===== config.mk =====
export PLATFORM = sky130hd
export DESIGN_NAME = clock_tree_frequency_calc_core
export DESIGN_NICKNAME = d
export VERILOG_FILES = /design/src/rtl/ctfc_pkg.sv /design/src/rtl/ctfc_div_cell.sv /design/src/rtl/clock_tree_frequency_calc_core.sv
export VERILOG_INCLUDE_DIRS = /design/src /design/src/rtl
export SDC_FILE = /design/constraint.sdc
export NUM_CORES = 2
export LEC_CHECK = 0
export BUFFER_PORTS_ARGS = -buffer_cell sky130_fd_sc_hd__buf_2
export CAP_MARGIN = 20
export CORE_ASPECT_RATIO = 1.4
export CORE_UTILIZATION = 60
export DETAILED_ROUTE_END_ITERATION = 16
export PLACE_DENSITY = 0.78
export SETUP_SLACK_MARGIN = 0.15
export SLEW_MARGIN = 0
export SYNTH_ARGS = -nofsm -noshare
export SYNTH_HDL_FRONTEND = slang
export SYNTH_SLANG_ARGS = --single-unit

===== constraint.sdc =====
create_clock -name clk -period 113.3 [get_ports clk]
set_input_delay 11.33 -clock clk [delete_from_list [all_inputs] [get_ports clk]]
set_output_delay 11.33 -clock clk [all_outputs]
set_load 0.05 [all_outputs]

===== src/rtl/clock_tree_frequency_calc_core_defines.svh =====
// Assertion macros for the clock tree frequency calculator.
// Used by the RTL modules in this folder; depends on nothing else.
`ifndef CLOCK_TREE_FREQUENCY_CALC_CORE_DEFINES_SVH
`define CLOCK_TREE_FREQUENCY_CALC_CORE_DEFINES_SVH
`ifndef SYNTHESIS
`define CTFC_ASSERT_IMPLIES(label, ante, cons) \
    label: assert property (@(posedge clk) disable iff (!rst_n) (ante) |-> (cons)) \
        else $error("assertion failed");
`define CTFC_ASSERT_NEXT(label, ante, cons) \
    label: assert property (@(posedge clk) disable iff (!rst_n) (ante) |=> (cons)) \
        else $error("assertion failed");
`else
`define CTFC_ASSERT_IMPLIES(label, ante, cons)
`define CTFC_ASSERT_NEXT(label, ante, cons)
`endif
`endif


===== src/rtl/ctfc_pkg.sv =====
// Types, codes and helpers shared by the clock tree frequency calculator.
// No dependencies.
`timescale 1ns / 1ps
`default_nettype none
package ctfc_pkg;

    typedef enum logic [1:0] {
        SRC_INTERNAL   = 2'd0,
        SRC_EXTERNAL   = 2'd1,
        SRC_PLL        = 2'd2,
        SRC_INTERNAL_B = 2'd3
    } ctfc_src_t;

    localparam logic [1:0] CFG_INTERNAL_OSC = 2'd0;
    localparam logic [1:0] CFG_EXTERNAL_OSC = 2'd1;
    localparam logic [1:0] CFG_SHIFT_TABLE  = 2'd2;

    localparam logic [31:0] INTERNAL_OSC_RESET = 32'd16000000;
    localparam logic [31:0] EXTERNAL_OSC_RESET = 32'd25000000;
    localparam logic [31:0] RECIP_THREE        = 32'hAAAA_AAAB;
    localparam int          DIV_CELLS          = 32;

    // One snapshot in flight through the divider row
    typedef struct packed {
        logic [1:0]  sel;
        logic [3:0]  ahb_idx;
        logic [2:0]  apb1_idx;
        logic [2:0]  apb2_idx;
        logic [5:0]  m;
        logic [8:0]  n;
        logic [1:0]  pcode;
        logic [5:0]  rem;
        logic [31:0] dvd;
        logic [31:0] quo;
    } ctfc_item_t;

    function automatic logic [3:0] ctfc_shift(input logic [63:0] tbl, input logic [3:0] idx);
        return tbl[{idx, 2'b00} +: 4];
    endfunction

endpackage
`default_nettype wire


===== src/rtl/ctfc_div_cell.sv =====
// One cell of the restoring divider row: produces one quotient bit per cell.
// Depends on ctfc_pkg and the assertion macro header.
`timescale 1ns / 1ps
`default_nettype none
`include "clock_tree_frequency_calc_core_defines.svh"
module ctfc_div_cell
    import ctfc_pkg::*;
(
    input  wire logic       clk,
    input  wire logic       rst_n,
    input  wire logic       adv,
    input  wire logic       valid_in,
    input  wire ctfc_item_t item_in,
    output logic            valid_out,
    output ctfc_item_t      item_out
);

    logic       valid_reg;
    ctfc_item_t item_reg;
    ctfc_item_t item_next;
    logic [6:0] trial;
    logic       fits;

    always_comb
    begin
        trial     = {item_in.rem, item_in.dvd[31]};
        fits      = (trial >= {1'b0, item_in.m});
        item_next = item_in;
        item_next.dvd = {item_in.dvd[30:0], 1'b0};
        item_next.quo = {item_in.quo[30:0], fits};
        // divide-by-zero value is dropped later, so a truncated remainder is harmless
        item_next.rem = fits ? 6'(trial - {1'b0, item_in.m}) : trial[5:0];
    end

    always_ff @(posedge clk or negedge rst_n)
    begin
        if (!rst_n)
        begin
            valid_reg <= 1'b0;
        end
        else if (adv)
        begin
            valid_reg <= valid_in;
        end
    end

    always_ff @(posedge clk)
    begin
        if (adv)
        begin
            item_reg <= item_next;
        end
    end

    assign valid_out = valid_reg;
    assign item_out  = item_reg;

    `CTFC_ASSERT_IMPLIES(a_rem_below_m, valid_reg && item_reg.m != 6'd0, item_reg.rem < item_reg.m)
    `CTFC_ASSERT_NEXT(a_valid_moves, adv && valid_in, valid_reg)
    `CTFC_ASSERT_NEXT(a_hold_on_stall, !adv, $stable(valid_reg))

endmodule
`default_nettype wire


===== src/rtl/clock_tree_frequency_calc_core.sv =====
// Throughput: one transaction per cycle while the output side is ready; the whole
// pipe (32 divider cells, multiply stage, post-divide stage, output register) holds on stall.
// Reset: rst_n clears all valid flags and reloads the oscillator registers (16 MHz,
// 25 MHz) and the shift table (zero). Depends on ctfc_pkg, ctfc_div_cell and the macro header.
`timescale 1ns / 1ps
`default_nettype none
`include "clock_tree_frequency_calc_core_defines.svh"
module clock_tree_frequency_calc_core
    import ctfc_pkg::*;
(
    input  wire logic         clk,
    input  wire logic         rst_n,
    // configuration write port
    input  wire logic         cfg_we,
    input  wire logic [1:0]   cfg_index,
    input  wire logic [63:0]  cfg_data,
    // input stream
    input  wire logic         s_tvalid,
    output logic              s_tready,
    // [1:0] source_select, [5:2] ahb_index, [8:6] apb1_index, [11:9] apb2_index,
    // [17:12] pll_input_div, [26:18] pll_multiplier, [28:27] pll_output_code,
    // [29] pll_from_external, [31:30] zero
    input  wire logic [31:0]  s_tdata,
    // output stream
    output logic              m_tvalid,
    input  wire logic         m_tready,
    // [31:0] system_hz, [63:32] ahb_hz, [95:64] apb1_hz, [127:96] apb2_hz,
    // [128] vco_wrapped, [135:129] zero
    output logic [135:0]      m_tdata
);

    // Configuration registers; the user must write them only while the pipe is empty (the block does not enforce this)
    logic [31:0] int_osc_reg;
    logic [31:0] ext_osc_reg;
    logic [63:0] shift_tbl_reg;

    always_ff @(posedge clk or negedge rst_n)
    begin
        if (!rst_n)
        begin
            int_osc_reg   <= INTERNAL_OSC_RESET;
            ext_osc_reg   <= EXTERNAL_OSC_RESET;
            shift_tbl_reg <= '0;
        end
        else if (cfg_we)
        begin
            case (cfg_index)
                CFG_INTERNAL_OSC: int_osc_reg   <= cfg_data[31:0];
                CFG_EXTERNAL_OSC: ext_osc_reg   <= cfg_data[31:0];
                CFG_SHIFT_TABLE:  shift_tbl_reg <= cfg_data;
                default:          ; // index out of range: drop the write
            endcase
        end
    end

    // Whole pipe advances together unless the output register is full and stalled
    logic adv;
    logic out_valid_reg;
    assign adv      = m_tready || !out_valid_reg;
    assign s_tready = adv;

    // Unpack the snapshot and load the dividend (the selected PLL reference)
    logic       cell_valid [0:DIV_CELLS];
    ctfc_item_t cell_item  [0:DIV_CELLS];

    always_comb
    begin
        cell_item[0].sel      = s_tdata[1:0];
        cell_item[0].ahb_idx  = s_tdata[5:2];
        cell_item[0].apb1_idx = s_tdata[8:6];
        cell_item[0].apb2_idx = s_tdata[11:9];
        cell_item[0].m        = s_tdata[17:12];
        cell_item[0].n        = s_tdata[26:18];
        cell_item[0].pcode    = s_tdata[28:27];
        cell_item[0].rem      = '0;
        cell_item[0].dvd      = s_tdata[29] ? ext_osc_reg : int_osc_reg;
        cell_item[0].quo      = '0;
    end
    assign cell_valid[0] = s_tvalid;

    // Row of divider cells: reference / M, one quotient bit per cell, MSB first
    genvar gi;
    generate
        for (gi = 0; gi < DIV_CELLS; gi++)
        begin : g_cell
            ctfc_div_cell u_cell (
                .clk       (clk),
                .rst_n     (rst_n),
                .adv       (adv),
                .valid_in  (cell_valid[gi]),
                .item_in   (cell_item[gi]),
                .valid_out (cell_valid[gi+1]),
                .item_out  (cell_item[gi+1])
            );
        end
    endgenerate

    // Multiply stage: VCO = (ref / M) * N, wrapping to 32 bits
    ctfc_item_t div_out;
    logic [31:0] vin;
    logic [40:0] prod;
    assign div_out = cell_item[DIV_CELLS];
    assign vin     = (div_out.m == 6'd0) ? 32'd0 : div_out.quo;
    assign prod    = vin * {23'd0, div_out.n};

    logic        a_valid_reg;
    logic [31:0] a_vco_reg;
    logic        a_wrap_reg;
    logic [1:0]  a_sel_reg;
    logic [1:0]  a_pcode_reg;
    logic [3:0]  a_ahb_reg;
    logic [2:0]  a_apb1_reg;
    logic [2:0]  a_apb2_reg;

    always_ff @(posedge clk or negedge rst_n)
    begin
        if (!rst_n)
        begin
            a_valid_reg <= 1'b0;
        end
        else if (adv)
        begin
            a_valid_reg <= cell_valid[DIV_CELLS];
        end
    end

    always_ff @(posedge clk)
    begin
        if (adv)
        begin
            a_vco_reg   <= prod[31:0];
            a_wrap_reg  <= |prod[40:32];
            a_sel_reg   <= div_out.sel;
            a_pcode_reg <= div_out.pcode;
            a_ahb_reg   <= div_out.ahb_idx;
            a_apb1_reg  <= div_out.apb1_idx;
            a_apb2_reg  <= div_out.apb2_idx;
        end
    end

    // Post-divide by P = 2, 4, 6, 8: halve, then divide by 1..4;
    // divide by three through a reciprocal multiply
    logic [30:0] half;
    logic [63:0] third_prod;
    logic [31:0] pll_hz;
    logic [31:0] sys_next;
    logic        wrap_next;
    assign half       = a_vco_reg[31:1];
    assign third_prod = {33'd0, half} * {32'd0, RECIP_THREE};

    always_comb
    begin
        case (a_pcode_reg)
            2'd0:    pll_hz = {1'b0, half};
            2'd1:    pll_hz = {2'b0, half[30:1]};
            2'd2:    pll_hz = {1'b0, third_prod[63:33]};
            default: pll_hz = {3'b0, half[30:2]};
        endcase
        wrap_next = 1'b0;
        case (ctfc_src_t'(a_sel_reg))
            SRC_EXTERNAL:
            begin
                sys_next = ext_osc_reg;
            end
            SRC_PLL:
            begin
                sys_next  = pll_hz;
                wrap_next = a_wrap_reg;
            end
            default:
            begin
                sys_next = int_osc_reg;
            end
        endcase
    end

    logic        b_valid_reg;
    logic [31:0] b_sys_reg;
    logic        b_wrap_reg;
    logic [1:0]  b_sel_reg;
    logic [3:0]  b_ahb_reg;
    logic [2:0]  b_apb1_reg;
    logic [2:0]  b_apb2_reg;

    always_ff @(posedge clk or negedge rst_n)
    begin
        if (!rst_n)
        begin
            b_valid_reg <= 1'b0;
        end
        else if (adv)
        begin
            b_valid_reg <= a_valid_reg;
        end
    end

    always_ff @(posedge clk)
    begin
        if (adv)
        begin
            b_sys_reg  <= sys_next;
            b_wrap_reg <= wrap_next;
            b_sel_reg  <= a_sel_reg;
            b_ahb_reg  <= a_ahb_reg;
            b_apb1_reg <= a_apb1_reg;
            b_apb2_reg <= a_apb2_reg;
        end
    end

    // Bus clocks: AHB from system, APB from AHB; APB indices read entries 0..7
    logic [31:0] ahb_next;
    logic [31:0] apb1_next;
    logic [31:0] apb2_next;
    assign ahb_next  = b_sys_reg >> ctfc_shift(shift_tbl_reg, b_ahb_reg);
    assign apb1_next = ahb_next >> ctfc_shift(shift_tbl_reg, {1'b0, b_apb1_reg});
    assign apb2_next = ahb_next >> ctfc_shift(shift_tbl_reg, {1'b0, b_apb2_reg});

    logic [31:0] sys_out_reg;
    logic [31:0] ahb_out_reg;
    logic [31:0] apb1_out_reg;
    logic [31:0] apb2_out_reg;
    logic        wrap_out_reg;

    always_ff @(posedge clk or negedge rst_n)
    begin
        if (!rst_n)
        begin
            out_valid_reg <= 1'b0;
        end
        else if (adv)
        begin
            out_valid_reg <= b_valid_reg;
        end
    end

    always_ff @(posedge clk)
    begin
        if (adv)
        begin
            sys_out_reg  <= b_sys_reg;
            ahb_out_reg  <= ahb_next;
            apb1_out_reg <= apb1_next;
            apb2_out_reg <= apb2_next;
            wrap_out_reg <= b_wrap_reg;
        end
    end

    assign m_tvalid = out_valid_reg;
    assign m_tdata  = {7'd0, wrap_out_reg, apb2_out_reg, apb1_out_reg, ahb_out_reg, sys_out_reg};

    `CTFC_ASSERT_NEXT(a_accept_enters_row, s_tvalid && s_tready, cell_valid[1])
    `CTFC_ASSERT_IMPLIES(a_wrap_only_pll, b_valid_reg && b_wrap_reg, b_sel_reg == SRC_PLL)
    `CTFC_ASSERT_IMPLIES(a_bus_not_faster, out_valid_reg,
        ahb_out_reg <= sys_out_reg && apb1_out_reg <= ahb_out_reg && apb2_out_reg <= ahb_out_reg)

endmodule
`default_nettype wire

==> results.py <==
metrics = {
    "clocking": {
        "clock_latency_ns": 0.91,
        "clk_root_buffer_cell": "clkbuf_16",
        "ctsLongestPathBuffers": 3,
        "cts_tree": "yes",
        "cts_resized": 0,
        "post_cts_buffers": 0,
        "cts_buffers": 213,
        "clock_sinks": 2519,
        "clk_transition_reported_paths_ns": 0.07,
        "cts_hold_buf": 0,
        "cts_htree_levels": 4,
    },
    "worst_setup_path": {
        "endpoint_kind": "output pin",
        "crit_chain": "buf_2 -> nor2b_4 -> buf_12 -> inv_8 -> buf_2",
        "cpMostUsedCell": "buf_2",
        "path_delay_family": "buffers and inverters",
        "worst_path_largest_cell_delay_ns": 0.29,
        "cp-start-kind": "input pin",
        "critPathSlowestCell": "buf_2",
        "cp_max_fo": 37,
        "required_ns": 101.97,
        "rrSetupSlack_ns": 103.94,
        "crit_type": "in -> out",
        "arrival_ns": 12.43,
        "critPathBufInv": 4,
    },
    "grt": {
        "first_global_vias": 62900,
        "antenna_found_initial": 16,
        "grt_use_total_pct": 24.2,
        "overflow": 0,
        "grt_max_degree": 202,
        "grt_first_pass_wirelength_microns": 353000,
    },
    "synth": {
        "syn_avg_cell_area_sq_um": 15.6,
        "synthSimpleGateAreaFrac_pct": 4.61,
        "syn_area_sq_um": 114000,
        "synth-xor-area-share_pct": 1.29,
        "yosys_warnings": 0,
        "synth-main-ff-cell": "edfxtp_1",
        "seq_area_frac_synth_pct": 65.9,
        "synthMuxAreaShare_pct": 4.79,
        "synth_top_family_by_area": "adder cells",
        "synth_top_area_share_pct": 62.3,
        "synth-compound-area-share_pct": 5.45,
        "synthAdderAreaFrac_pct": 14.2,
        "ys_top_cells_by_area": "edfxtp_1 (62%), fa_1 (8.2%), ha_1 (6.0%), dfrtp_1 (3.2%), inv_1 (2.9%)",
        "synth-edff-count": 2356,
        "synth_seq_cells": 2519,
        "synth_cell_types": 97,
        "synthArstFlopShare_pct": 6.47,
        "yosysTopAreaCell": "edfxtp_1",
        "syn_inst": 7303,
    },
    "sta": {
        "max_clock_freq_mhz": 42.1,
        "fin_setup_tns_ns": 0,
        "rsz0062_at_grt": "no",
        "final_hold_viol_count": 0,
        "fin_crit_sh_pct": 21.0,
        "setup_viol": 0,
        "slew_headroom_pct": 24.7,
        "min_period_ns": 23.76,
        "worst_slew_pin_slew_ns": 1.11,
        "skew_ns": 0.104,
        "whs_ns": 0.367,
        "drv_slew": 0,
    },
    "floorplan": {
        "die_w_microns": 370,
        "die_area_sq_um": 191000,
        "rows": 188,
        "core-area_sq_um": 188000,
        "die_h_microns": 517,
        "initial_core_util_pct": 60.5,
        "io_pins": 241,
    },
    "drt": {
        "wl_per_cell_microns": 22.1,
        "drtIter0Drc": 4901,
        "wirelength_microns": 227000,
        "drc": 0,
        "vias": 59500,
        "dr.pass1.iters": 8,
        "drt.antenna.violating_nets": 0,
        "viasPerCell": 5.80,
    },
    "placement": {
        "routabilityCongestion": 0.939,
        "place_hpwl_microns": 149000,
        "portBuffers": 231,
    },
    "hold_path": {
        "min_path_type": "reg -> reg",
    },
    "cells_and_area": {
        "final_cell_mix": "edfxtp_1 (2356), inv_1 (887), ha_1 (543), fa_1 (467), nand2_1 (403)",
        "area_growth_syn_to_layout_pct": 9.95,
        "layout-drive-gt1-share_pct": 12.5,
        "largest_reg_flops": 2138,
        "fin_nets": 8712,
        "final_common_cell": "edfxtp_1",
    },
    "status": {
        "status": "finished clean",
    },
    "flow_run": {
        "drv_cap": 0,
    },
}
## final cells by class
class / count / area [sq um]
Antenna cell: 5 / 12.5
Clock buffer: 239 / 5430
Clock inverter: 153 / 1760
Fill cell: 12300 / 62800
Inverter: 889 / 3340
Multi-Input combinational cell: 3680 / 34600
Sequential cell: 2519 / 74900
Tap cell: 2470 / 3090
Timing Repair Buffer: 296 / 1870
## metrics by stage
step	worst slack, ns	util (%)	cells	cell area (sq um)
5_1_grt	89.54	66.6	10300	125000
2_1_floorplan	44.77	-	7309	114000
3_3_place_gp	89.09	62.6	9845	118000
3_5_place_dp	88.97	62.7	9850	118000
4_1_cts	88.92	66.5	10200	125000
6_report	89.54	66.6	10300	125000
## Yosys cell counts (all sizes together) (19+ instances only)
library cell / number
edfxtp: 2356
nor2b: 43
ha: 543
o22ai: 29
mux2: 226
mux4: 44
mux2i: 184
xnor2: 75
a21o: 97
inv: 889
xor2: 93
and2: 31
fa: 467
nand4: 44
a22oi: 50
dfrtp: 144
or4: 30
nand3: 102
a21oi: 218
o211ai: 19
nand2: 406
dfstp: 19
nor3: 32
o21ai: 326
buf: 42
nor2: 167
and3: 169
a211oi: 32
clkbuf: 179
o211a: 35
## kinds of logic (layout without fill, tap and decap cells)
family	count (synthesis)	count (layout)
DFF	2519	2519
buffers and inverters	1110	1577
and+or+nand+nor	1076	1076
adders and majority gates	1010	1010
AOI/OAI and AO/OA	965	965
muxes	454	454
xor gates and xnor gates	168	168
other	1	12
## final timing paths
| kind | start | endpoint | depth (start not counted) |
|---|---|---|---|
| setup reg to reg | a_vco_reg[10] | b_sys_reg[20] | 25 |
| setup / recovery | m_tready | s_tready | 5 |
| min in group asynchronous | rst_n | g_cell[18].u_cell.valid_out | 1 |
| max in group asynchronous | rst_n | int_osc_reg[27] | 2 |
| hold reg to reg | g_cell[30].u_cell.item_out[3] | g_cell[31].u_cell.item_out[4] | 0 |
| hold / removal | g_cell[30].u_cell.item_out[3] | g_cell[31].u_cell.item_out[4] | 0 |
## layer usage
layer / track usage (%) / wire (microns)
met1: 29.1 / 85200
met2: 42.2 / 117000
met3: 4.35 / 12900
met4: 12.0 / 11600
met5: 0 / 193
Power is left out: the tool's default activity adds up to more than one toggle a clock period on the data nets, which glitch-free logic cannot reach.
